===== config.mk =====
export PLATFORM = sky130hd
export DESIGN_NAME = two_priority_frame_queue
export DESIGN_NICKNAME = d
export VERILOG_FILES = /design/src/sv/tpfq_pkg.sv /design/src/sv/two_priority_frame_queue.sv /design/src/sv/tpfq_ram.sv /design/src/sv/tpfq_ctrl.sv /design/src/sv/tpfq_dp.sv
export SDC_FILE = /design/constraint.sdc
export NUM_CORES = 2
export LEC_CHECK = 0
export BUFFER_PORTS_ARGS = -buffer_cell sky130_fd_sc_hd__buf_2
export CAP_MARGIN = 10
export CORE_ASPECT_RATIO = 1.75
export CORE_MARGIN = 2
export CORE_UTILIZATION = 30
export DETAILED_ROUTE_END_ITERATION = 10
export GPL_ROUTABILITY_DRIVEN = 0
export PLACE_DENSITY_LB_ADDON = 0.12
export RECOVER_POWER = 25
export SYNTH_ARGS = -nofsm -noshare
export SYNTH_HDL_FRONTEND = slang
export SYNTH_SLANG_ARGS = --single-unit

===== constraint.sdc =====
create_clock -name clk -period 10.9 [get_ports clk]
set_input_delay 0.545 -clock clk [delete_from_list [all_inputs] [get_ports clk]]
set_output_delay 0.545 -clock clk [all_outputs]
set_load 0.02 [all_outputs]

===== src/sv/tpfq_pkg.sv =====
// ----------------------------------------------------------------------------
// tpfq_pkg
// Types and codes shared by the two-priority frame queue modules.
// ----------------------------------------------------------------------------
package tpfq_pkg;

  localparam int ID_W    = 29;
  localparam int PAY_W   = 64;
  localparam int FRAME_W = ID_W + PAY_W;
  localparam int SRC_W   = 2;

  // operation codes
  localparam logic FUNC_PUSH = 1'b0;
  localparam logic FUNC_POP  = 1'b1;

  // push targets
  localparam logic PRIO_URGENT = 1'b0;
  localparam logic PRIO_NORMAL = 1'b1;

  // pop sources
  localparam logic [SRC_W-1:0] SRC_NONE   = 2'd0;
  localparam logic [SRC_W-1:0] SRC_URGENT = 2'd1;
  localparam logic [SRC_W-1:0] SRC_NORMAL = 2'd2;

  typedef struct packed {
    logic             func;
    logic             priority_req;
    logic [ID_W-1:0]  frame_id;
    logic [PAY_W-1:0] payload;
  } in_item_t;

  typedef struct packed {
    logic [SRC_W-1:0] source;
    logic [ID_W-1:0]  out_id;
    logic [PAY_W-1:0] out_payload;
    logic             dropped;
  } out_item_t;

  // controller to datapath
  typedef struct packed {
    logic accept;  // take the item on the input this cycle
    logic emit;    // present the result of the last item
  } ctrl_cmd_t;

endpackage


===== src/sv/two_priority_frame_queue.sv =====
// ----------------------------------------------------------------------------
// two_priority_frame_queue
// Strict-priority pair of CAN frame queues with overflow drop of the oldest.
// ----------------------------------------------------------------------------
// Each item is taken on start when busy is low; busy is high for the
// following cycle, and in that cycle out_strobe marks the item's
// result. That cycle is the registered read of the frame store RAMs.
// Every item, push or pop, gives one result; the receiver cannot stall it,
// so out_item must be captured in the strobe cycle. Each ring holds DEPTH-1
// frames; a push into a full ring discards its oldest frame and sets dropped.
// No clearing pass is needed after reset.
module two_priority_frame_queue
  import tpfq_pkg::*;
#(
  parameter int DEPTH = 16
) (
  input  logic      clk,
  input  logic      rst_n,
  input  logic      start,
  output logic      busy,
  input  in_item_t  in_item,
  output logic      out_strobe,
  output out_item_t out_item
);

  ctrl_cmd_t cmd;

  tpfq_ctrl u_ctrl (
    .clk   (clk),
    .rst_n (rst_n),
    .start (start),
    .busy  (busy),
    .cmd   (cmd)
  );

  tpfq_dp #(
    .DEPTH (DEPTH)
  ) u_dp (
    .clk      (clk),
    .rst_n    (rst_n),
    .cmd      (cmd),
    .in_item  (in_item),
    .out_item (out_item)
  );

  assign out_strobe = cmd.emit;

endmodule


===== src/sv/tpfq_ram.sv =====
// ----------------------------------------------------------------------------
// tpfq_ram
// Generic single-write, single-read RAM with registered read data.
// ----------------------------------------------------------------------------
module tpfq_ram #(
  parameter int WIDTH = 8,
  parameter int DEPTH = 16
) (
  input  logic                     clk,
  input  logic                     we,
  input  logic [$clog2(DEPTH)-1:0] waddr,
  input  logic [WIDTH-1:0]         wdata,
  input  logic                     re,
  input  logic [$clog2(DEPTH)-1:0] raddr,
  output logic [WIDTH-1:0]         rdata
);

  logic [WIDTH-1:0] mem [DEPTH];
  logic [WIDTH-1:0] rdata_r;

  always_ff @(posedge clk) begin
    if (we) begin
      mem[waddr] <= wdata;
    end
    if (re) begin
      rdata_r <= mem[raddr];
    end
  end

  assign rdata = rdata_r;

endmodule


===== src/sv/tpfq_ctrl.sv =====
// ----------------------------------------------------------------------------
// tpfq_ctrl
// Command sequencer: accepts an item, then presents its result in the
// S_DONE state while the frame store read completes.
// ----------------------------------------------------------------------------
module tpfq_ctrl
  import tpfq_pkg::*;
(
  input  logic      clk,
  input  logic      rst_n,
  input  logic      start,
  output logic      busy,
  output ctrl_cmd_t cmd
);

  localparam logic S_IDLE = 1'b0;
  localparam logic S_DONE = 1'b1;

  logic state_r;
  logic state_nxt;

  always_comb begin
    state_nxt = state_r;
    unique case (state_r)
      S_IDLE: begin
        if (start) begin
          state_nxt = S_DONE;
        end
      end
      S_DONE: begin
        state_nxt = S_IDLE;
      end
      default: begin
        state_nxt = S_IDLE;
      end
    endcase
  end

  always_ff @(posedge clk) begin
    if (!rst_n) begin
      state_r <= S_IDLE;
    end else begin
      state_r <= state_nxt;
    end
  end

  assign busy       = (state_r == S_DONE);
  assign cmd.accept = (state_r == S_IDLE) && start;
  assign cmd.emit   = (state_r == S_DONE);

endmodule


===== src/sv/tpfq_dp.sv =====
// ----------------------------------------------------------------------------
// tpfq_dp
// Ring pointers, frame stores and result formatting for the urgent and
// normal queues.
// ----------------------------------------------------------------------------
module tpfq_dp
  import tpfq_pkg::*;
#(
  parameter int DEPTH = 16
) (
  input  logic      clk,
  input  logic      rst_n,
  input  ctrl_cmd_t cmd,
  input  in_item_t  in_item,
  output out_item_t out_item
);

  localparam int          AW   = $clog2(DEPTH);
  localparam logic [AW-1:0] LAST = AW'(DEPTH - 1);

  logic [AW-1:0] u_head_r, u_head_nxt, u_tail_r, u_tail_nxt;
  logic [AW-1:0] n_head_r, n_head_nxt, n_tail_r, n_tail_nxt;
  logic [SRC_W-1:0] src_r, src_nxt;
  logic             drop_r, drop_nxt;

  logic [AW-1:0] u_head_inc, u_tail_inc, n_head_inc, n_tail_inc;
  logic          u_empty, n_empty;
  logic          is_push, is_pop;
  logic          u_we, n_we;

  logic [FRAME_W-1:0] wframe;
  logic [FRAME_W-1:0] u_rdata, n_rdata;

  assign u_head_inc = (u_head_r == LAST) ? '0 : u_head_r + 1'b1;
  assign u_tail_inc = (u_tail_r == LAST) ? '0 : u_tail_r + 1'b1;
  assign n_head_inc = (n_head_r == LAST) ? '0 : n_head_r + 1'b1;
  assign n_tail_inc = (n_tail_r == LAST) ? '0 : n_tail_r + 1'b1;

  assign u_empty = (u_head_r == u_tail_r);
  assign n_empty = (n_head_r == n_tail_r);

  assign is_push = cmd.accept && (in_item.func == FUNC_PUSH);
  assign is_pop  = cmd.accept && (in_item.func == FUNC_POP);
  assign u_we    = is_push && (in_item.priority_req == PRIO_URGENT);
  assign n_we    = is_push && (in_item.priority_req == PRIO_NORMAL);
  assign wframe  = {in_item.frame_id, in_item.payload};

  always_comb begin
    u_head_nxt = u_head_r;
    u_tail_nxt = u_tail_r;
    n_head_nxt = n_head_r;
    n_tail_nxt = n_tail_r;
    src_nxt    = src_r;
    drop_nxt   = drop_r;
    if (u_we) begin
      u_tail_nxt = u_tail_inc;
      src_nxt    = SRC_NONE;
      drop_nxt   = (u_tail_inc == u_head_r);
      // full ring: oldest frame is discarded by advancing the head
      if (u_tail_inc == u_head_r) begin
        u_head_nxt = u_head_inc;
      end
    end else if (n_we) begin
      n_tail_nxt = n_tail_inc;
      src_nxt    = SRC_NONE;
      drop_nxt   = (n_tail_inc == n_head_r);
      if (n_tail_inc == n_head_r) begin
        n_head_nxt = n_head_inc;
      end
    end else if (is_pop) begin
      drop_nxt = 1'b0;
      priority if (!u_empty) begin
        src_nxt    = SRC_URGENT;
        u_head_nxt = u_head_inc;
      end else if (!n_empty) begin
        src_nxt    = SRC_NORMAL;
        n_head_nxt = n_head_inc;
      end else begin
        src_nxt = SRC_NONE;
      end
    end
  end

  always_ff @(posedge clk) begin
    if (!rst_n) begin
      u_head_r <= '0;
      u_tail_r <= '0;
      n_head_r <= '0;
      n_tail_r <= '0;
    end else begin
      u_head_r <= u_head_nxt;
      u_tail_r <= u_tail_nxt;
      n_head_r <= n_head_nxt;
      n_tail_r <= n_tail_nxt;
    end
  end

  always_ff @(posedge clk) begin
    src_r  <= src_nxt;
    drop_r <= drop_nxt;
  end

  // both stores are read at their heads; the result picks one
  tpfq_ram #(
    .WIDTH (FRAME_W),
    .DEPTH (DEPTH)
  ) u_urgent_ram (
    .clk   (clk),
    .we    (u_we),
    .waddr (u_tail_r),
    .wdata (wframe),
    .re    (is_pop),
    .raddr (u_head_r),
    .rdata (u_rdata)
  );

  tpfq_ram #(
    .WIDTH (FRAME_W),
    .DEPTH (DEPTH)
  ) u_normal_ram (
    .clk   (clk),
    .we    (n_we),
    .waddr (n_tail_r),
    .wdata (wframe),
    .re    (is_pop),
    .raddr (n_head_r),
    .rdata (n_rdata)
  );

  always_comb begin
    out_item             = '0;
    out_item.source      = src_r;
    out_item.dropped     = drop_r;
    unique case (src_r)
      SRC_URGENT: begin
        out_item.out_id      = u_rdata[FRAME_W-1 -: ID_W];
        out_item.out_payload = u_rdata[PAY_W-1:0];
      end
      SRC_NORMAL: begin
        out_item.out_id      = n_rdata[FRAME_W-1 -: ID_W];
        out_item.out_payload = n_rdata[PAY_W-1:0];
      end
      default: begin
        out_item.out_id      = '0;
        out_item.out_payload = '0;
      end
    endcase
    if (!cmd.emit) begin
      out_item = '0;
    end
  end

endmodule

# Word level (Yosys, flattened, before mapping)
# Memories as Yosys holds them, arrays and structs flattened. A register that Yosys moved wholly into a read port is not among the register bits.
# Index checks and enable logic that the tools add are counted.
# W data, S select, Z words.
[word_totals] reg_bits=20 ramBits=2976 input_bits=98 elab_cells=72 mem_count=2
[mem_list] name="u_dp.u_normal_ram.mem" depth=16 word_bits=93 rd=1 rd_ports_with_merged_regs=1 wr=1 line_no="tpfq_ram.sv:18" source="logic [WIDTH-1:0] mem [DEPTH];"
[mem_list] name="u_dp.u_urgent_ram.mem" depth=16 word_bits=93 rd=1 rd_ports_with_merged_regs=1 wr=1 line_no="tpfq_ram.sv:18"
[classes] addsub=4 n_eq_ne=15 n_mux=27 bitwise=4 reduce_logical=13
[ops] operator="$pmux W93 S2" count=1
[ops] operator="$mux W96" count=1
[ops] operator="$mux W4" count=14
[ops] operator="$add A4 B1 Y4 const B" count=4
[ops] operator="$eq A4 B4 Y1" count=4
[ops] operator="$eq A4 B4 Y1 const B" count=4
[ops] operator="$mux W1" count=8
[ops] operator="$ne A2 B2 Y1 const B" count=4
[ops] operator="$reduce_bool A2 Y1" count=3
[ops] operator="$logic_and A1 B1 Y1" count=5
[ops] operator="$reduce_and A5 Y1" count=1
[ops] operator="$mux W2" count=2
[ops] operator="$not A1 Y1" count=4
[ops] operator="$reduce_and A4 Y1" count=1
[ops] operator="$reduce_bool A3 Y1" count=1
[ops] operator="$eq A2 B1 Y1 const B" count=1
[ops] operator="$eq A2 B2 Y1 const B" count=1
[ops] operator="$ne A2 B1 Y1 const B" count=1
[ops] operator="$pmux W1 S2" count=1
[ops] operator="$reduce_and A2 Y1" count=1
[ops] operator="$reduce_or A2 Y1" count=1

# Depth between registers and ports, before layout
[depth] depth_word=6 mapped_depth=9 ltp_nobuf=7

# Hierarchy
# From an unflattened synthesis, not the netlist that was laid out.
[hier_totals] cells_unflattened=5123 area_unflattened_um2=119078.0
[modules_own_cells] mod="tpfq_ram" instances=2 cells_each=2382 area_per_inst_um2=58325.9 seq_area_each_um2=47475.5
[modules_own_cells] mod="tpfq_dp" instances=1 cells_each=355 area_per_inst_um2=2383.5 seq_area_each_um2=390.4
[modules_own_cells] mod="tpfq_ctrl" instances=1 cells_each=4 area_per_inst_um2=42.5 seq_area_each_um2=20.0

# Least setup slack after synthesis
# Ideal clock, no wire load.
[synth_path] path_kind="input-to-reg" from="in in_item[93] (netlist name)" to="mem u_dp.u_urgent_ram.mem[3][0] (netlist name), enable pin" setup_time_ps=658 arrival_time_ps=7480 slack_ps=2762 cell_stages=3 path_buffers=0 cell_sequence="nor4b_4 nand2_1 nor3_1"
[synth_between] elab_chain_cells=4
[synth_lines] item="from (decl)" line_no="two_priority_frame_queue.sv:21" source="input in_item_t in_item,"
[synth_lines] item="$not A1 Y1" line_no="tpfq_dp.sv:44" source="assign u_we = is_push && (in_item.priority_req == PRIO_URGENT);"
[synth_lines] item="$logic_and A1 B1 Y1" line_no="tpfq_dp.sv:44"
[synth_lines] item="$mux W1" line_no="tpfq_ram.sv:22" source="if (we) begin"
[synth_lines] item="$mux W1 (implied by the code)" line_no="tpfq_ram.sv:23" source="mem[waddr] <= wdata;"
[synth_lines] item="to (decl)" line_no="tpfq_ram.sv:18"
# Every way passes these cells.

==> results_dict.tcl <==
set metrics [dict create \
    regToRegEndpoint "u_dp.u_urgent_ram.rdata[38]" \
    most_used_flip_flop_cell_after_synthesis "sky130_fd_sc_hd__edfxtp_1" \
    critical_path_peak_fanout 36 \
    final_period_minus_worst_setup_slack_ns 4.73 \
    dominant_cell_type_by_area_after_synthesis "sky130_fd_sc_hd__edfxtp_1" \
    report.final.setup_viol 0 \
    first_pass_iters 5 \
    post_synth_instance_area_sq_um 121000 \
    dieHeight_microns 846 \
    grt.overflow.total 0 \
    netlist.area_leader.share 0.782 \
    grt_pass1_wl_microns 485000 \
    cts_htree_levels 5 \
    final_design_area_no_fill_sq_um 139000 \
    dp_hpwl_microns 187000 \
    max-clock-path-buffers 4 \
    ports 196 \
    status "complete, but fails checks" \
    insertion_delay_ns 0.90 \
    route.detailed.drc 0 \
    clock-root-buffer "sky130_fd_sc_hd__clkbuf_16" \
    grt_pass1_vias 60800 \
    synthesis.nets 5457 \
    synthArstFlopShare 0 \
    core_sq_um 404000 \
    clock_sink_count 3182 \
    ys_seq_elements 3182 \
    placementRows 309 \
    synth-warning-count 0 \
    place_inst 10600 \
    tritoncts "built" \
    criticalPathCategory "reg -> out" \
    instances_no_fill 11200 \
    crit-reg2reg-launch "u_dp.u_head_r[2]" \
    p_leak_nw 40.6 \
    max-slew-margin-rel -0.0411 \
    post_cts_hold_buffer_count 0 \
    wirelength_microns 347000 \
    dpl-instance-area_sq_um 129000 \
    final_net_count 5789 \
    synth_cells 5346 \
    detail_route.iter0.violations 4279 \
    synth-seq-area-share 0.785 \
    worst_slew_pin_slew_ns 1.56 \
    worst_hold_path.num_cells 3 \
    number_of_cells_on_the_worst_reg_to_reg_path 6 \
    layout.filler_cells 37900 \
    rsz_0062_raised_after_global_routing "false" \
    chip_width_microns 485 \
    final_core_util 0.343 \
    min_to "u_dp.src_r[0]" \
    cts_inserted_buffers 314 \
    io_buffer_count 195 \
    worstSetupStartpoint "u_dp.src_r[1]" \
    floorplan.initialDensity 0.301 \
    postCtsResizedCells 0 \
    syn_to_final_growth_pct 14.1 \
    floorplan.die_area_sq_um 410000 \
    detail-route-antenna-nets 0 \
    detail_route.vias_per_cell 4.94 \
    groute.usage.overall 0.167 \
    setup.worst_path.end_class "output port" \
    avgRoutedWirePerCell_microns 30.9 \
    dr_total_vias 55400 \
    critical_path_required_ns 10.36 \
    synth_enable_flop_cells 3163 \
    drive_gt1_frac 0.249 \
    hold_path.startpoint "start" \
    timing_max_transition_violations_final 67 \
    min_period_over_period 0.434 \
    synth_top_cells_by_area "sky130_fd_sc_hd__edfxtp_1 (78%), sky130_fd_sc_hd__mux4_2 (14%), sky130_fd_sc_hd__mux2i_1 (1.6%)" \
    skew_ns 0.0608 \
    cp.arrival_ns 4.19 \
    ir_worst_vdd_mv 0.117 \
    setup.reg_to_reg.worst_slack_ns 6.86 \
    power-per-cell-area_nw_per_um2 180 \
    hold_path.class "in -> reg" \
    synth_cell_types 51 \
    syn_area_per_cell_sq_um 22.7 \
    total_count_of_hold_check_failures_in_the_final_report 0 \
    largest_net_degree_at_the_start_of_global_routing 138 \
    setup.worst_path.start_class "register" \
    violations_in_the_final_reports "max-capacitance violations, max-slew violations" \
    totalNegativeSetupSlack_ns 0 \
    max-cap-violations 2 \
    antenna_found_initial 32 \
    timing.fmax_mhz 211 \
    cts.repair_timing.setup_buffer_count 0 \
    cts.clk_slew.worst_paths_ns 0.07 \
]
## Yosys cell counts, types with 2 or more instances
cell	n
sky130_fd_sc_hd__edfxtp_1	3163
sky130_fd_sc_hd__mux4_2	744
sky130_fd_sc_hd__mux2i_1	194
sky130_fd_sc_hd__nor2b_1	191
sky130_fd_sc_hd__a21oi_1	190
sky130_fd_sc_hd__a211oi_1	186
sky130_fd_sc_hd__clkbuf_1	144
sky130_fd_sc_hd__nor2_1	119
sky130_fd_sc_hd__a22oi_1	94
sky130_fd_sc_hd__buf_2	76
sky130_fd_sc_hd__buf_6	44
sky130_fd_sc_hd__buf_1	30
sky130_fd_sc_hd__nand2_1	24
sky130_fd_sc_hd__buf_4	19
sky130_fd_sc_hd__dfxtp_1	19
sky130_fd_sc_hd__ha_1	13
sky130_fd_sc_hd__and2_1	11
sky130_fd_sc_hd__nor3_1	9
sky130_fd_sc_hd__inv_1	8
sky130_fd_sc_hd__nand2b_1	8
sky130_fd_sc_hd__xnor2_1	8
sky130_fd_sc_hd__xor2_1	6
sky130_fd_sc_hd__and3_1	4
sky130_fd_sc_hd__nand3_1	4
sky130_fd_sc_hd__nand4_1	4
sky130_fd_sc_hd__nand3b_1	3
sky130_fd_sc_hd__a21o_1	2
sky130_fd_sc_hd__a31oi_1	2
sky130_fd_sc_hd__nor4b_4	2
sky130_fd_sc_hd__o21a_1	2
sky130_fd_sc_hd__o21ai_0	2
sky130_fd_sc_hd__xnor2_2	2
## layer usage
| metal | global-route usage | vias up | part of all wire |
|---|---|---|---|
| li1 | - | 23200 | - |
| met1 | 0.203 | 30800 | 0.40 |
| met2 | 0.313 | 987 | 0.54 |
| met3 | 0.0213 | 418 | 0.033 |
| met4 | 0.0390 | 14 | 0.022 |
| met5 | 0 | - | 0.00022 |
## critical path: stages, from the launching register on
cell and delay (ns):
sky130_fd_sc_hd__dfxtp_1 0.36, sky130_fd_sc_hd__inv_1 0.12, sky130_fd_sc_hd__ha_4 0.62, sky130_fd_sc_hd__buf_4 0.82
sky130_fd_sc_hd__buf_4 0.56, sky130_fd_sc_hd__a22oi_1 0.25, sky130_fd_sc_hd__buf_4 0.23, sky130_fd_sc_hd__nor2_1 0.08
sky130_fd_sc_hd__buf_2 0.19
## per-stage QoR
step                setup slack, ns  hold WS (ns)  total power [W]
global route                   5.97        0.0720           0.0257
detailed placement             6.67         0.553           0.0146
floorplan                      2.76         0.467           0.0142
finish                         6.17        0.0854           0.0249
CTS                            5.87       0.00167           0.0253
global placement               6.66         0.543           0.0146
## sequential cells by signal, summed over array words and instances (netlist names)
register / cells
u_dp.u_normal_ram.mem: 1488
u_dp.u_urgent_ram.mem: 1488
u_dp.u_normal_ram.rdata: 93
u_dp.u_urgent_ram.rdata: 93
u_dp.n_head_r: 4
u_dp.n_tail_r: 4
u_dp.u_head_r: 4
u_dp.u_tail_r: 4
u_dp.src_r: 2
u_ctrl.busy: 1
u_dp.drop_r: 1
## worst max-delay path by stage
| stage | end | slack [ns] | depth (start not counted) |
|---|---|---|---|
| after floorplan | u_dp.u_urgent_ram.mem[3][0] | 2.76 | 3 |
| after global placement | u_dp.u_normal_ram.mem[3][89] | 6.66 | 7 |
| after CTS | out_item[49] | 5.87 | 8 |
| after global routing | out_item[49] | 5.97 | 8 |
| after detailed placement | u_dp.u_normal_ram.mem[3][89] | 6.67 | 7 |
| final | out_item[49] | 6.17 | 8 |
## layout by cell type (no fill, tap or decap), types with 9 or more instances in the layout
| cell type | instances |
|---|---|
| sky130_fd_sc_hd__mux2i_1 | 194 |
| sky130_fd_sc_hd__clkinv_2 | 42 |
| sky130_fd_sc_hd__nor2_1 | 95 |
| sky130_fd_sc_hd__a211oi_1 | 186 |
| sky130_fd_sc_hd__a22oi_1 | 94 |
| sky130_fd_sc_hd__ha_1 | 11 |
| sky130_fd_sc_hd__dfxtp_1 | 11 |
| sky130_fd_sc_hd__clkbuf_1 | 135 |
| sky130_fd_sc_hd__clkbuf_16 | 325 |
| sky130_fd_sc_hd__buf_4 | 120 |
| sky130_fd_sc_hd__edfxtp_1 | 3163 |
| sky130_fd_sc_hd__and2_1 | 10 |
| sky130_fd_sc_hd__buf_12 | 14 |
| sky130_fd_sc_hd__nand2_1 | 24 |
| sky130_fd_sc_hd__a21oi_1 | 190 |
| sky130_fd_sc_hd__buf_2 | 134 |
| sky130_fd_sc_hd__bufinv_16 | 19 |
| sky130_fd_sc_hd__nor2b_1 | 191 |
| sky130_fd_sc_hd__mux4_2 | 744 |
| sky130_fd_sc_hd__clkinv_1 | 70 |
| sky130_fd_sc_hd__diode_2 | 9 |
| sky130_fd_sc_hd__nor2_4 | 24 |
## area by class of cell
class,instances,area (sq um),area share
multi-input cells,1843,24600,0.178
flip-flops and latches,3182,95400,0.689
repair buffers,329,2080,0.0150
diodes,9,22.5,0.000163
clock inverters,152,1270,0.00917
well taps,5287,6620,0.0478
clock buffers,403,8470,0.0611
inverters,8,30.0,0.000217
## power breakdown
group	internal (W)	leakage [nW]	switching [W]	total [W]
sequential	0.0135	28.7	0.0000364	0.0136
combinational	0.000257	7.21	0.000482	0.000740
clock	0.00594	4.75	0.00468	0.0106
total	0.0197	40.6	0.00520	0.0249
## kinds of logic after synthesis
family | share of synthesized area
xor gates and xnor gates | 0.00166
buffers and inverters | 0.0140
adders and majority gates | 0.00134
DFF | 0.785
AOI/OAI and AO/OA | 0.0265
muxes | 0.154
and+or+nand+nor | 0.0172
Note: power is estimated with default switching activity, not from simulation.
